[config.mk]
export PLATFORM = sky130hd
export DESIGN_NAME = decimal_string_to_fixed_unit_flat
export DESIGN_NICKNAME = d
export VERILOG_FILES = /design/src/dsf_pkg.sv /design/src/dsf_if.sv /design/src/decimal_string_to_fixed_unit.sv /design/src/flat_wrapper.sv
export SDC_FILE = /design/constraint.sdc
export NUM_CORES = 1
export LEC_CHECK = 0
export BUFFER_PORTS_ARGS = -buffer_cell sky130_fd_sc_hd__buf_4
export CORE_UTILIZATION = 64
export CTS_CLUSTER_SIZE = 40
export DETAILED_ROUTE_END_ITERATION = 8
export PLACE_DENSITY = 0.8
export SYNTH_ARGS = -nofsm -noshare
export SYNTH_HDL_FRONTEND = slang
export SYNTH_SLANG_ARGS = --single-unit
export TNS_END_PERCENT = 10
[constraint.sdc]
create_clock -name i_clk -period 8.3 [get_ports i_clk]
set_input_delay 0.83 -clock i_clk [delete_from_list [all_inputs] [get_ports i_clk]]
set_output_delay 0.83 -clock i_clk [all_outputs]
set_load 0.03 [all_outputs]
[src/dsf_pkg.sv]
`default_nettype none
package dsf_pkg;

    localparam int CHAR_W = 8;
    localparam int INT_W = 64;
    localparam int FRAC_W = 32;
    localparam int CNT_W = 5;

    localparam logic [CNT_W-1:0] MAX_LENGTH = 5'd20;
    localparam logic [CNT_W-1:0] FRAC_KEPT = 5'd19;

    localparam logic [CHAR_W-1:0] CHAR_PLUS = 8'h2B;
    localparam logic [CHAR_W-1:0] CHAR_MINUS = 8'h2D;
    localparam logic [CHAR_W-1:0] CHAR_POINT = 8'h2E;
    localparam logic [CHAR_W-1:0] CHAR_ZERO = 8'h30;
    localparam logic [CHAR_W-1:0] CHAR_NINE = 8'h39;

    typedef logic [INT_W-1:0] t_word;

    function automatic t_word pow10(input logic [CNT_W-1:0] k);
        t_word p;
        case (k)
            5'd0: p = 64'd1;
            5'd1: p = 64'd10;
            5'd2: p = 64'd100;
            5'd3: p = 64'd1000;
            5'd4: p = 64'd10000;
            5'd5: p = 64'd100000;
            5'd6: p = 64'd1000000;
            5'd7: p = 64'd10000000;
            5'd8: p = 64'd100000000;
            5'd9: p = 64'd1000000000;
            5'd10: p = 64'd10000000000;
            5'd11: p = 64'd100000000000;
            5'd12: p = 64'd1000000000000;
            5'd13: p = 64'd10000000000000;
            5'd14: p = 64'd100000000000000;
            5'd15: p = 64'd1000000000000000;
            5'd16: p = 64'd10000000000000000;
            5'd17: p = 64'd100000000000000000;
            5'd18: p = 64'd1000000000000000000;
            5'd19: p = 64'd10000000000000000000;
            default: p = 64'd1;
        endcase
        return p;
    endfunction

endpackage
`default_nettype wire

[src/dsf_if.sv]
`default_nettype none
interface dsf_in_if;
    import dsf_pkg::*;
    logic valid;
    logic ready;
    logic [CHAR_W-1:0] char_code;
    logic last_char;

    modport source (output valid, output char_code, output last_char, input ready);
    modport sink (input valid, input char_code, input last_char, output ready);
endinterface

interface dsf_out_if;
    import dsf_pkg::*;
    logic valid;
    logic ready;
    logic valid_res;
    logic is_negative;
    logic [INT_W-1:0] integer_part;
    logic [FRAC_W-1:0] fraction_q32;
    logic overflow;

    modport source (output valid, output valid_res, output is_negative,
                     output integer_part, output fraction_q32, output overflow,
                     input ready);
    modport sink (input valid, input valid_res, input is_negative,
                   input integer_part, input fraction_q32, input overflow,
                   output ready);
endinterface
`default_nettype wire

[src/decimal_string_to_fixed_unit.sv]
`default_nettype none
// Converts an ASCII decimal string, one character per item with the final character
// marked, into a sign, a saturating 64-bit integer magnitude and a truncated Q0.32
// fraction, with a flag telling whether the string was well formed. Characters before
// the final one are taken while the unit is idle. A final character that ends a
// malformed string leads straight to the done state; one that ends a well-formed string
// first runs the 32 restoring-division steps of a single shared 64-bit compare and
// subtract unit that divides the fraction digits by the matching power of ten. The result
// waits in an output register, and the next string may start while it waits.
module decimal_string_to_fixed_unit (
    input  wire logic i_clk,
    input  wire logic i_rst_n,
    dsf_in_if.sink    i_in,
    dsf_out_if.source o_out
);
    import dsf_pkg::*;

    localparam logic [1:0] ST_IDLE = 2'd0;
    localparam logic [1:0] ST_DIV = 2'd1;
    localparam logic [1:0] ST_DONE = 2'd2;
    localparam logic [CNT_W-1:0] ITER_LAST = CNT_W'(FRAC_W - 1);

    logic [1:0] r_state, n_state;
    logic [CNT_W-1:0] r_char_cnt, n_char_cnt;
    logic r_seen_digit, n_seen_digit;
    logic r_seen_point, n_seen_point;
    logic r_prev_point, n_prev_point;
    logic r_bad, n_bad;
    logic r_minus, n_minus;
    logic [INT_W-1:0] r_int_acc, n_int_acc;
    logic r_int_sat, n_int_sat;
    logic [INT_W-1:0] r_frac_acc, n_frac_acc;
    logic [CNT_W-1:0] r_frac_cnt, n_frac_cnt;
    logic [CNT_W-1:0] r_iter, n_iter;
    logic [FRAC_W-1:0] r_quot, n_quot;
    logic r_ok, n_ok;

    logic r_out_valid;
    logic r_res_valid;
    logic r_res_neg;
    logic [INT_W-1:0] r_res_int;
    logic [FRAC_W-1:0] r_res_frac;
    logic r_res_ovf;

    logic accept;
    logic load;
    logic is_digit;
    logic [CHAR_W-1:0] digit_w;
    logic [3:0] digit;
    logic [INT_W+3:0] int_next;
    logic [INT_W-1:0] frac_next;
    logic [INT_W-1:0] den;
    logic [INT_W-1:0] shifted;
    logic [INT_W+1:0] diff;
    logic take;
    logic ok_w;

    assign i_in.ready = (r_state == ST_IDLE);
    assign accept = i_in.valid && i_in.ready;
    assign load = (r_state == ST_DONE) && (!r_out_valid || o_out.ready);

    assign is_digit = (i_in.char_code >= CHAR_ZERO) && (i_in.char_code <= CHAR_NINE);
    assign digit_w = i_in.char_code - CHAR_ZERO;
    assign digit = digit_w[3:0];
    assign int_next = {1'b0, r_int_acc, 3'b000} + {3'b000, r_int_acc, 1'b0}
                    + {{INT_W{1'b0}}, digit};
    assign frac_next = {r_frac_acc[INT_W-4:0], 3'b000} + {r_frac_acc[INT_W-2:0], 1'b0}
                     + {{(INT_W-4){1'b0}}, digit};

    assign den = pow10(r_frac_cnt);
    assign shifted = {r_frac_acc[INT_W-2:0], 1'b0};
    assign diff = {1'b0, r_frac_acc[INT_W-1], shifted} - {2'b00, den};
    assign take = !diff[INT_W+1];

    always_comb begin
        n_state = r_state;
        n_char_cnt = r_char_cnt;
        n_seen_digit = r_seen_digit;
        n_seen_point = r_seen_point;
        n_prev_point = r_prev_point;
        n_bad = r_bad;
        n_minus = r_minus;
        n_int_acc = r_int_acc;
        n_int_sat = r_int_sat;
        n_frac_acc = r_frac_acc;
        n_frac_cnt = r_frac_cnt;
        n_iter = r_iter;
        n_quot = r_quot;
        n_ok = r_ok;
        ok_w = 1'b0;
        case (r_state)
            ST_IDLE: begin
                if (accept) begin
                    if (r_char_cnt >= MAX_LENGTH) begin
                        n_bad = 1'b1;
                    end else begin
                        n_char_cnt = r_char_cnt + 1'b1;
                    end
                    if ((r_char_cnt == '0) && ((i_in.char_code == CHAR_PLUS)
                            || (i_in.char_code == CHAR_MINUS))) begin
                        n_minus = (i_in.char_code == CHAR_MINUS);
                    end else if (is_digit) begin
                        n_seen_digit = 1'b1;
                        if (r_seen_point) begin
                            if (r_frac_cnt < FRAC_KEPT) begin
                                n_frac_acc = frac_next;
                                n_frac_cnt = r_frac_cnt + 1'b1;
                            end
                        end else if (r_int_sat || (int_next[INT_W+3:INT_W] != 4'd0)) begin
                            n_int_acc = '1;
                            n_int_sat = 1'b1;
                        end else begin
                            n_int_acc = int_next[INT_W-1:0];
                        end
                    end else if ((i_in.char_code == CHAR_POINT) && !r_seen_point) begin
                        n_seen_point = 1'b1;
                    end else begin
                        n_bad = 1'b1;
                    end
                    n_prev_point = (i_in.char_code == CHAR_POINT);
                    ok_w = !n_bad && n_seen_digit && !n_prev_point;
                    if (i_in.last_char) begin
                        n_ok = ok_w;
                        n_quot = '0;
                        n_iter = '0;
                        n_state = ok_w ? ST_DIV : ST_DONE;
                    end
                end
            end
            ST_DIV: begin
                n_frac_acc = take ? diff[INT_W-1:0] : shifted;
                n_quot = {r_quot[FRAC_W-2:0], take};
                n_iter = r_iter + 1'b1;
                if (r_iter == ITER_LAST) begin
                    n_state = ST_DONE;
                end
            end
            ST_DONE: begin
                if (load) begin
                    n_state = ST_IDLE;
                    n_char_cnt = '0;
                    n_seen_digit = 1'b0;
                    n_seen_point = 1'b0;
                    n_prev_point = 1'b0;
                    n_bad = 1'b0;
                    n_minus = 1'b0;
                    n_int_acc = '0;
                    n_int_sat = 1'b0;
                    n_frac_acc = '0;
                    n_frac_cnt = '0;
                end
            end
            default: begin
                n_state = ST_IDLE;
            end
        endcase
    end

    always_ff @(posedge i_clk) begin
        if (!i_rst_n) begin
            r_state <= ST_IDLE;
            r_char_cnt <= '0;
            r_seen_digit <= 1'b0;
            r_seen_point <= 1'b0;
            r_prev_point <= 1'b0;
            r_bad <= 1'b0;
            r_minus <= 1'b0;
            r_int_acc <= '0;
            r_int_sat <= 1'b0;
            r_frac_acc <= '0;
            r_frac_cnt <= '0;
            r_iter <= '0;
            r_ok <= 1'b0;
        end else begin
            r_state <= n_state;
            r_char_cnt <= n_char_cnt;
            r_seen_digit <= n_seen_digit;
            r_seen_point <= n_seen_point;
            r_prev_point <= n_prev_point;
            r_bad <= n_bad;
            r_minus <= n_minus;
            r_int_acc <= n_int_acc;
            r_int_sat <= n_int_sat;
            r_frac_acc <= n_frac_acc;
            r_frac_cnt <= n_frac_cnt;
            r_iter <= n_iter;
            r_ok <= n_ok;
        end
        r_quot <= n_quot;
    end

    always_ff @(posedge i_clk) begin
        if (!i_rst_n) begin
            r_out_valid <= 1'b0;
        end else if (load) begin
            r_out_valid <= 1'b1;
        end else if (o_out.ready) begin
            r_out_valid <= 1'b0;
        end
        if (load) begin
            r_res_valid <= r_ok;
            r_res_neg <= r_ok && r_minus;
            r_res_int <= r_ok ? r_int_acc : '0;
            r_res_frac <= r_ok ? r_quot : '0;
            r_res_ovf <= r_ok && r_int_sat;
        end
    end

    assign o_out.valid = r_out_valid;
    assign o_out.valid_res = r_res_valid;
    assign o_out.is_negative = r_res_neg;
    assign o_out.integer_part = r_res_int;
    assign o_out.fraction_q32 = r_res_frac;
    assign o_out.overflow = r_res_ovf;

    a_busy_not_ready: assert property (@(posedge i_clk) disable iff (!i_rst_n)
        (r_state != ST_IDLE) |-> !i_in.ready)
        else $error("Input taken while a conversion is in progress.");

    a_iter_idle: assert property (@(posedge i_clk) disable iff (!i_rst_n)
        (r_state != ST_DIV) |-> (r_iter == '0))
        else $error("Division step counter not at zero outside division.");

    a_frac_cnt: assert property (@(posedge i_clk) disable iff (!i_rst_n)
        r_frac_cnt <= FRAC_KEPT)
        else $error("Fraction digit count beyond the kept digits.");

    a_invalid_zero: assert property (@(posedge i_clk) disable iff (!i_rst_n)
        (o_out.valid && !o_out.valid_res) |-> ((o_out.integer_part == '0)
            && (o_out.fraction_q32 == '0) && !o_out.is_negative && !o_out.overflow))
        else $error("Malformed string gave nonzero result fields.");

    a_ovf_sat: assert property (@(posedge i_clk) disable iff (!i_rst_n)
        (o_out.valid && o_out.overflow) |-> (&o_out.integer_part))
        else $error("Overflow flagged without a saturated integer part.");

    a_done_after_div: assert property (@(posedge i_clk) disable iff (!i_rst_n)
        ((r_state == ST_DIV) && (r_iter == ITER_LAST)) |=> (r_state == ST_DONE))
        else $error("Division did not finish after its last step.");

endmodule
`default_nettype wire
[src/flat_wrapper.sv]
// flat-port wrapper written by rule: the top's interface ports become plain ports
module decimal_string_to_fixed_unit_flat import dsf_pkg::*;
  (i_clk, i_rst_n, i_in_valid, i_in_char_code, i_in_last_char, i_in_ready, o_out_valid, o_out_valid_res, o_out_is_negative, o_out_integer_part, o_out_fraction_q32, o_out_overflow, o_out_ready);
  dsf_in_if i_in_i ();
  dsf_out_if o_out_i ();
  input  wire logic i_clk;
  input  wire logic i_rst_n;
  input wire logic [$bits(i_in_i.valid)-1:0] i_in_valid;
  input wire logic [$bits(i_in_i.char_code)-1:0] i_in_char_code;
  input wire logic [$bits(i_in_i.last_char)-1:0] i_in_last_char;
  output wire logic [$bits(i_in_i.ready)-1:0] i_in_ready;
  output wire logic [$bits(o_out_i.valid)-1:0] o_out_valid;
  output wire logic [$bits(o_out_i.valid_res)-1:0] o_out_valid_res;
  output wire logic [$bits(o_out_i.is_negative)-1:0] o_out_is_negative;
  output wire logic [$bits(o_out_i.integer_part)-1:0] o_out_integer_part;
  output wire logic [$bits(o_out_i.fraction_q32)-1:0] o_out_fraction_q32;
  output wire logic [$bits(o_out_i.overflow)-1:0] o_out_overflow;
  input wire logic [$bits(o_out_i.ready)-1:0] o_out_ready;
  assign i_in_i.valid = i_in_valid;
  assign i_in_i.char_code = i_in_char_code;
  assign i_in_i.last_char = i_in_last_char;
  assign i_in_ready = i_in_i.ready;
  assign o_out_valid = o_out_i.valid;
  assign o_out_valid_res = o_out_i.valid_res;
  assign o_out_is_negative = o_out_i.is_negative;
  assign o_out_integer_part = o_out_i.integer_part;
  assign o_out_fraction_q32 = o_out_i.fraction_q32;
  assign o_out_overflow = o_out_i.overflow;
  assign o_out_i.ready = o_out_ready;
  decimal_string_to_fixed_unit u_core (.i_clk(i_clk), .i_rst_n(i_rst_n), .i_in(i_in_i), .o_out(o_out_i));
endmodule
# After elaboration in Yosys (flattened, before gate mapping)
# Memory sizes are Yosys's and may differ from the RTL's. A register that Yosys moved wholly into a read port is not among the register bits.
# Cells that the tools add are included.
classes:
  add_sub_neg: 9
  n_mul: 0
  n_div: 0
  order_cmp: 4
  n_eq_ne: 20
  shifts: 0
  n_mux: 69
  bitwise_logic: 0
  n_reduce_logical: 35
ops:
  columns: ["cell", "count"]
  rows:
  - ["two-way mux 64 bit", 12]
  - ["case mux 64 bit (3 select lines)", 1]
  - ["case mux 64 bit (2 select lines)", 1]
  - ["adder 67 x 65 -> 68 bit", 1]
  - ["adder 68 x 4 -> 68 bit", 1]
  - ["subtractor 65 x 64 -> 66 bit", 1]
  - ["adder 64 x 4 -> 64 bit", 1]
  - ["adder 64 bit", 1]
  - ["two-way mux 32 bit", 2]
  - ["case mux 32 bit (2 select lines)", 1]
  - ["two-way mux 5 bit", 12]
  - ["case mux 5 bit (2 select lines)", 3]
  - ["two-way mux 1 bit", 26]
  - ["== test 8 x 6 -> 1 bit (second input constant)", 3]
  - ["!= test 2 bit (second input constant)", 12]
  - ["AND reduction 7 bit", 3]
  - ["adder 5 x 1 -> 5 bit (second input constant)", 3]
  - ["AND reduction 4 bit", 3]
  - ["AND reduction 6 bit", 2]
  - ["two-way mux 2 bit", 5]
  - ["case mux 1 bit (2 select lines)", 5]
  - ["logical AND 1 bit", 9]
  - ["AND reduction 3 bit", 3]
  - [">= comparator 8 x 6 -> 1 bit (second input constant)", 1]
  - ["other kinds (16)", 25]
word_totals:
  regBits: 283
  latch_bits: 0
  mem_bits_rw: 0
  rom_bits: 1888
  wordCells: 157
  mem_count: 1
mem_list:
  columns: ["memory", "words", "width", "rd", "rd_clocked_by_memory_dff", "write_ports", "line", "rtl"]
  rows:
  - ["(no name shown)", 32, 59, 1, 1, 0, "dsf_pkg.sv:22", "case (k)"]

# Logic depth before layout (Yosys ltp)
# Gate-level depths: netlist of run 1.
depth:
  word_depth: 14
  ltp_mapped: 17

# Least setup slack after synthesis of run 1
# Ideal clock, no wire load.
synth_timing:
  path_type: "input-to-reg"
  from: "in o_out_ready"
  to: "reg, netlist name u_core.den[13]"
  setup_ns: 0.116
  t_arrival_ns: 7.158
  required_time_ns: 8.184
  slack_ns: 1.026
  cell_stages: 9
  path_buffers: 0
  cell_sequence: "nor2b_1 nor2b_1 nand2_1 and2_0 nand2_1 inv_1 ha_1 or3_1 a31o_2"
synth_between:
  elab_chain_len: 6
synth_rtl:
  columns: ["element", "line", "rtl"]
  rows:
  - ["start, declared", "flat_wrapper.sv:18", "input wire logic [$bits(o_out_i.ready)-1:0] o_out_ready;"]
  - ["logical OR 1 bit", "decimal_string_to_fixed_unit.sv:60", "assign load = (r_state == ST_DONE) && (!r_out_valid || o_out.ready);"]
  - ["logical AND 1 bit", "decimal_string_to_fixed_unit.sv:60", null]
  - ["net u_core.load", "decimal_string_to_fixed_unit.sv:46", "logic load;"]
  - ["!= test 2 x 1 -> 1 bit (no line)", null, null]
  - ["AND reduction 7 bit (no line)", null, null]
  - ["two-way mux 5 bit (no line) (2 in series)", null, null]
# The timed path passes the listed nets, and every way through them passes these cells.
# A chain may end at the register's enable or synchronous reset.

# Final worst setup path of run 1
layout_timing:
  from: "in i_in_char_code[3]"
  to: "reg u_core.r_int_acc[11]"
layout_between:
  elab_chain_len: 10
layout_rtl:
  columns: ["element", "line", "rtl"]
  rows:
  - ["start, declared", "flat_wrapper.sv:9", "input wire logic [$bits(i_in_i.char_code)-1:0] i_in_char_code;"]
  - ["subtractor 4 x 1 -> 4 bit", "decimal_string_to_fixed_unit.sv:63", "assign digit_w = i_in.char_code - CHAR_ZERO;"]
  - ["adder 68 x 4 -> 68 bit", "decimal_string_to_fixed_unit.sv:66", "+ {{INT_W{1'b0}}, digit};"]
  - ["nonzero test 4 bit", "decimal_string_to_fixed_unit.sv:109", "end else if (r_int_sat || (int_next[INT_W+3:INT_W] != 4'd0)) begin"]
  - ["logical OR 1 bit", "decimal_string_to_fixed_unit.sv:109", null]
  - ["two-way mux 64 bit", "decimal_string_to_fixed_unit.sv:109", null]
  - ["two-way mux 64 bit", "decimal_string_to_fixed_unit.sv:104", "if (r_seen_point) begin"]
  - ["two-way mux 64 bit", "decimal_string_to_fixed_unit.sv:102", "end else if (is_digit) begin"]
  - ["two-way mux 64 bit", "decimal_string_to_fixed_unit.sv:99", "if ((r_char_cnt == '0) && ((i_in.char_code == CHAR_PLUS)"]
  - ["two-way mux 64 bit", "decimal_string_to_fixed_unit.sv:93", "if (accept) begin"]
  - ["case mux 64 bit (2 select lines)", "decimal_string_to_fixed_unit.sv:91", "case (r_state)"]
  - ["end signal, assigned", "decimal_string_to_fixed_unit.sv:182", "r_int_acc <= n_int_acc;"]
  - ["end, declared", "decimal_string_to_fixed_unit.sv:30", "logic [INT_W-1:0] r_int_acc, n_int_acc;"]
# Parallel ways exist; a longest one is shown, timed or not. The select of a mux whose other input is x is not followed.

==> results of run 1 <==
## registers in the layout (all words and copies together) (netlist names)
signal / count
u_core.den: 54
u_core.o_out.fraction_q32: 32
u_core.o_out.integer_part: 64
u_core.o_out.is_negative: 1
u_core.o_out.overflow: 1
u_core.o_out.valid: 1
u_core.o_out.valid_res: 1
u_core.r_bad: 1
u_core.r_char_cnt: 5
u_core.r_frac_acc: 64
u_core.r_frac_cnt: 5
u_core.r_int_acc: 64
u_core.r_int_sat: 1
u_core.r_iter: 5
u_core.r_minus: 1
u_core.r_ok: 1
u_core.r_quot: 32
u_core.r_seen_digit: 1
u_core.r_seen_point: 1
u_core.r_state: 2
## worst max-delay path by stage
stage	end	cells after the start	slack (ps)
CTS	u_core.r_int_acc[36]	16	3500
global placement	u_core.r_int_sat	16	3060
detailed placement	u_core.r_int_sat	16	2920
floorplan	u_core.den[13]	9	1030
finish	u_core.r_int_acc[11]	16	3430
global route	u_core.r_int_acc[36]	16	3220
## placed cells by master (no fill, tap or decap), drive strengths merged, types with 19 or more instances in the layout
master,count
a22oi,19
ha,322
o211a,22
dfxtp,206
o221ai,21
o21ai,263
xor2,67
nand2,311
nor2b,31
buf,129
nor2,236
clkbuf,49
and2,149
a211oi,26
a21o,109
o21a,28
or3,21
a31oi,37
xnor2,101
a21oi,293
inv,124
and3,19
edfxtp,131
nand4,47
nor3,56
o21bai,45
o211ai,22
nand3,54
## critical path: stages
cell,delay [ps]
buf_4,140
fa_1,570
inv_1,70
fa_1,430
nand2b_1,200
a21oi_1,300
o2111a_1,320
o2111ai_2,220
a22oi_2,370
a31o_4,240
a31o_2,150
o221ai_1,90
or3_2,600
buf_4,390
nor2_1,220
o21ai_1,90
## layer usage
| metal | GRT usage [%] | share of wire, % |
|---|---|---|
| met1 | 43.1 | 42 |
| met2 | 58.1 | 47 |
| met3 | 5.06 | 7.0 |
| met5 | 0 | 0 |
| met4 | 13.1 | 3.4 |
## layout make-up
cell class	instances	area share (%)
Multi-Input combinational cell	2531	60.1
Tap cell	525	2.30
Timing Repair Buffer	129	3.39
Antenna cell	1	0.00875
Sequential cell	337	28.2
Clock inverter	20	0.643
Clock buffer	49	3.76
Inverter	124	1.63
## power groups by stage
stage          sequential [mW]  combinational, mW  clock (mW)
6_report                  1.95               2.12        1.70
5_1_grt                   1.96               2.32        1.77
4_1_cts                   1.94               2.08        1.71
3_5_place_dp              1.98               2.07           0
3_3_place_gp              1.97               2.02           0
2_1_floorplan             2.03               1.53           0
## logic make-up after synthesis
group,after synthesis
muxes,12
DFF,337
AOI/OAI and AO/OA,1024
xor gates and xnor gates,168
buffers and inverters,282
and+or+nand+nor,1000
adders and majority gates,327
==> summary.md, run 1 <==
| Metric | Value |
|---|---|
| Wire per inst | 19.3 um |
| Multiplexer share of the synthesized area | 0.465% |
| Main synth FF type | dfxtp_1 |
| Min-delay src | u_core.r_iter[4] |
| Setup WS post-layout | approximately 3400 ps |
| CTS Buf Count | 38 |
| Starting Density | 65.6% |
| GRT overflow | 0 |
| Die area | 42,000 um2 |
| Hpwl dp | 52,700 um |
| Critical path type | in -> reg |
| Placed Instance Area | about 27,000 um2 |
| Root Driver | clkbuf_16 |
| Final critical-path share of the clock period | between 50 and 60% |
| Largest family of logic cells by synthesized area | compound AO/OA/AOI/OAI gates |
| Postcts setup bufs | 0 |
| Setup violators final | 0 |
| Fillers | 3,213 |
| Max-slew violation count | 0 |
| Overall power | 5.76 mW |
| Final instance area | 28,600 um2 |
| H-tree Lvls | 2 |
| Worst Path Arrival | 5300 ps |
| Sw frac | 37.6% |
| Antenna violations before repair | 1 |
| Reg2Reg Setup Slack | 3490 ps |
| R2r worst-path depth | 12 |
| RSZ-0062 raised after global routing | no |
| EDFF count, synth | 131 |
| Top cells by count, synth | ha_1, nand2_1, a21oi_1 |
| Multi-input gate area in the final layout | 17,200 um2 |
| Internal power | 3.60 mW |
| PwrDens | ~200 nW/um2 |
| Core Util, Final | 71.2% |
| HP Class | reg -> reg |
| Post-CTS Resized | 0 |
| Dpl cells | 3,646 |
| Reg-to-reg critical path startpoint | u_core.r_frac_acc[13] |
| Max_cap viols | 0 |
| Die height | 205 um |
| Drt total wl | 71,900 um |
| Final nets | about 3,500 |
| CP startpoint kind | input pin |
| Worst Path Max Fanout | 51 |
| Reg2reg end | u_core.r_frac_acc[16] |
| Clk buf depth | 3 |
| # DRC | 0 |
| Hold_buf cts | 0 |
| Required @ worst endpoint | 8720 ps |
| Register area share after synthesis | 30.6% |
| Via density per instance | 6.47 |
| Biggest area consumer among synthesized cells | dfxtp_1 |
| Tmin final | around 5000 ps |
| Combinational share of power | 36.8% |
| Final hold slack | between 400 and 500 ps |
| Adder-Cell Fraction of Synth Area | 15.7% |
| Compound-cell area share of the yosys netlist | 25.0% |
| Ys async rst share | 0% |
| Relative slew slack | 19.6% |
| VDD IR max | 0.151 mV |
| Core Region | about 40,000 um2 |
| Tot GR Track Use | 34.0% |
| Pre-CTS setup slack | 2920 ps |
| Count leader, synth | ha_1 |
| Count of final hold-check violations | 0 |
| Synthesized area | 26,400 um2 |
| Largest cells by area after synthesis | dfxtp_1, ha_1, edfxtp_1, a21oi_1, nand2_1 |
| I/O Pins | 114 |
| Worst hold path endpoint | u_core.r_iter[4] |
| Simple-gate share of the synthesized area | 18.4% |
| Setup TNS | 0 ps |
| DR pass1 iterations | 6 |
| Leakage | around 13 nW |
| Clk pwr share | 29.5% |
| Share of cells above drive strength 1 | under 10% |
| Routed Antenna Nets | 0 |
| GP Congestion | 0.973 |
| Vias in the first global route | 23,338 |
| Fmax | about 210 MHz |
| Clk_skew | 19.7 ps |
| Reg area | a little over 8000 um2 |
| Setup crit start | i_in_char_code[3] |
| Net Count, Synth | roughly 3,500 |
| Largest net degree at the start of global routing | 84 |
| Count of input and output buffers | between 100 and 150 |
| Die W | 205 um |
| Final Non-Filler Cells | between 3,000 and 4,000 |
| Clock sinks | 337 |
| Syn. warnings | 0 |
| Area Overhead vs Synth | 8.50% |
| FF+latch count, synth | 337 |
| Status | finished, final reports clean |
| Hold depth | 2 |
| Xor-xnor portion of the synthesized cell area | about 5.6% |
| Routed via count | between 20,000 and 25,000 |
| CTS tree | built |
| Psw | 2.17 mW |
| Cells after synthesis | 3,150 |
| CTS clk-pin slew, worst paths | 60 ps |
| Library cells used by synthesis | 97 |
| Syn Area/Cell | roughly 8.4 um2 |
| 1st-iter DRT viols | 1,893 |
| Post-synth top area share | 15.6% |
| CP Capture Type | flip-flop |
| Sequential power share | 33.8% |
| Worst-Margin Slew | approximately 1200 ps |
| Row count | 73 |
| Global-route wire length before repair | around 120,000 um |
| Skew-Pair Late Insertion Delay | 570 ps |
No activity file was read; power rests on OpenSTA's default activity.
==> run 2, diff against run 1 <==
Clock period 8.3 ns to 4.6 ns, I/O delays scaled along.
==> run 2 against run 1 <==
Compared with the run above: design area is 0.90% higher; sequential share of layout area decreased by 0.25 points; via count is 1.7% higher; first-iteration DRC count grew 13%; count of clock-buffer cells in the layout unchanged; die area unchanged; register-to-register slack worse by 3200 ps; non-clock buffer count up 28; sequential power grew 81%; clock power is 84% higher.
==> summary.md, run 2 (synthesized netlist as in run 1, its figures left out) <==
| Metric | Value |
|---|---|
| Count of final hold-check violations | 0 (unchanged) |
| Antenna violations before repair | 0 (was 1) |
| Ant diodes | 0 (was 1) |
| Clk_skew | 17.7 ps (was 19.7 ps) |
| I/O Pins | 114 (unchanged) |
| Skew-Pair Late Insertion Delay | 580 ps (was 570 ps) |
| Clock sinks | 337 (unchanged) |
| CTS Buf Count | 38 (unchanged) |
| Psw | 4.11 mW (was 2.17 mW) |
| GP Congestion | 1.01 (was 0.973) |
| Root Driver | clkbuf_16 (unchanged) |
| Relative slew slack | 26.0% (was 19.6%) |
| Sequential power share | 32.9% (was 33.8%) |
| Internal power | 6.57 mW (was 3.60 mW) |
| Global-route wire length before repair | 122,000 um (was 117,000 um) |
| GRT overflow | 0 (unchanged) |
| Post-CTS Resized | 0 (unchanged) |
| CTS tree | built (unchanged) |
| HP Class | in -> reg (was reg -> reg) |
| CP startpoint kind | flip-flop (was input pin) |
| Worst Path Arrival | 4740 ps (was 5300 ps) |
| Drt total wl | 76,600 um (was 71,900 um) |
| RSZ-0062 raised after global routing | no (unchanged) |
| Final Non-Filler Cells | 3,744 (was 3,716) |
| Tmin final | 4300 ps |
| Fmax | 232 MHz |
| Routed via count | 24,458 (was 24,058) |
| Critical path type | reg -> reg (was in -> reg) |
| DR pass1 iterations | 6 (unchanged) |
| Leakage | 13.5 nW (was 13.3 nW) |
| Die area | 42,000 um2 (unchanged) |
| Tot GR Track Use | 36.1% (was 34.0%) |
| Hpwl dp | 57,200 um (was 52,700 um) |
| Worst-Margin Slew | 1100 ps (was 1190 ps) |
| PwrDens | 370 nW/um2 (was 202 nW/um2) |
| Hold_buf cts | 0 (unchanged) |
| # DRC | 0 (unchanged) |
| Max_cap viols | 0 (unchanged) |
| Required @ worst endpoint | 5040 ps (was 8720 ps) |
| Clk pwr share | 29.3% (was 29.5%) |
| Routed Antenna Nets | 0 (unchanged) |
| Dpl cells | 3,674 (was 3,646) |
| Combinational share of power | 37.8% (was 36.8%) |
| Final nets | 3,529 (was 3,501) |
| Largest net degree at the start of global routing | 58 (was 84) |
| Count of input and output buffers | 113 (unchanged) |
| Status | finished, final reports clean (unchanged) |
| 1st-iter DRT viols | 2,138 (was 1,893) |
| Share of cells above drive strength 1 | 8.20% (was 7.52%) |
| CP Capture Type | flip-flop (unchanged) |
| Most frequent cells in the layout | ha_1, nand2_1, a21oi_1 (unchanged) |
| VDD IR max | 0.316 mV (was 0.151 mV) |
| Worst Path Max Fanout | 13 (was 51) |
| Area Overhead vs Synth | 9.47% (was 8.50%) |
| Postcts setup bufs | 0 (unchanged) |
| H-tree Lvls | 2 (unchanged) |
| Setup TNS | 0 ps (unchanged) |
| CTS clk-pin slew, worst paths | 60 ps (about the same) |
| Via density per instance | 6.53 (was 6.47) |
| Final critical-path share of the clock period | approximately 94% |
| Starting Density | 65.6% (unchanged) |
| Max-slew violation count | 0 (unchanged) |
| Die W | 205 um (unchanged) |
| Die height | 205 um (unchanged) |
| Wire per inst | 20.5 um (was 19.3 um) |
| Core Region | 40,200 um2 (unchanged) |
| Vias in the first global route | 23,526 (was 23,338) |
| Row count | 73 (unchanged) |
| Clk buf depth | 3 (unchanged) |
| Setup violators final | 0 (unchanged) |
| Sw frac | 38.5% (was 37.6%) |
| Most common cell after layout, fill and taps aside | ha_1 (unchanged) |
run 2: changes by cell type in the layout (fill, tap and decap cells not counted), moves of 3 or more:
cell        previous run  this run
buf_4                129       153
clkinv_2               9         2
buf_12                 0         4
clkbuf_1               5         9
clkbuf_8               4         1
clkinvlp_4             4         7
inv_6                  0         3
run 2: power groups by stage:
stage	Clock [mW]	Sequential (mW)	Combinational, mW
floorplan	0	3.66	2.77
global placement	0	3.56	3.84
detailed placement	0	3.58	3.92
CTS	3.15	3.51	3.96
global route	3.25	3.54	4.37
finish	3.13	3.52	4.03
run 2: per-layer routing:
layer  vias up  track usage, %  wire length (um)
li1      11618               -                 -
met1     11521            43.7             30900
met2      1060            61.7             36500
met3       259            3.74              4620
met4         0            21.6              4660
met5         -               0                 0
run 2: worst paths after layout:
check | start | endpoint | slack, ps | cells past startpoint
max | u_core.r_state[0] | u_core.den[33] | 300 | 11
min | i_in_char_code[0] | u_core.r_int_acc[0] | 190 | 3
max reg2reg | u_core.r_state[0] | u_core.den[33] | 300 | 11
min reg2reg | u_core.r_iter[4] | u_core.r_iter[4] | 480 | 2
run 2: layout make-up:
| type | instances | area, um2 |
|---|---|---|
| multi-input cells | 2531 | 17200 |
| fillers | 3133 | 11300 |
| flip-flops and latches | 337 | 8060 |
| repair buffers | 157 | 1230 |
| clock buffers | 49 | 1020 |
| well taps | 525 | 657 |
| inverters | 124 | 465 |
| clock inverters | 21 | 235 |
run 2: critical path, cell delays in order, from the launching register on:
cell     delay (ps)
dfxtp_1         330
inv_1            80
ha_1            430
o21ai_0         350
and2b_1         510
nand4_1         180
xnor2_1         880
and2_1          440
nand2_1         240
nor2_1          220
nand2_1         240
o21ai_0         250
run 2: stage by stage:
| stage | util, % | hold WS (ps) | power (mW) | worst slack (ps) | area, um2 |
|---|---|---|---|---|---|
| after floorplan | - | 406 | 6.43 | 523 | 26400 |
| after global placement | 68.7 | 455 | 7.40 | 169 | 27600 |
| after detailed placement | 68.7 | 474 | 7.50 | 91.7 | 27600 |
| after CTS | 71.8 | 166 | 10.6 | 325 | 28900 |
| after global routing | 71.8 | 204 | 11.2 | 73.7 | 28900 |
| final | 71.8 | 188 | 10.7 | 296 | 28900 |
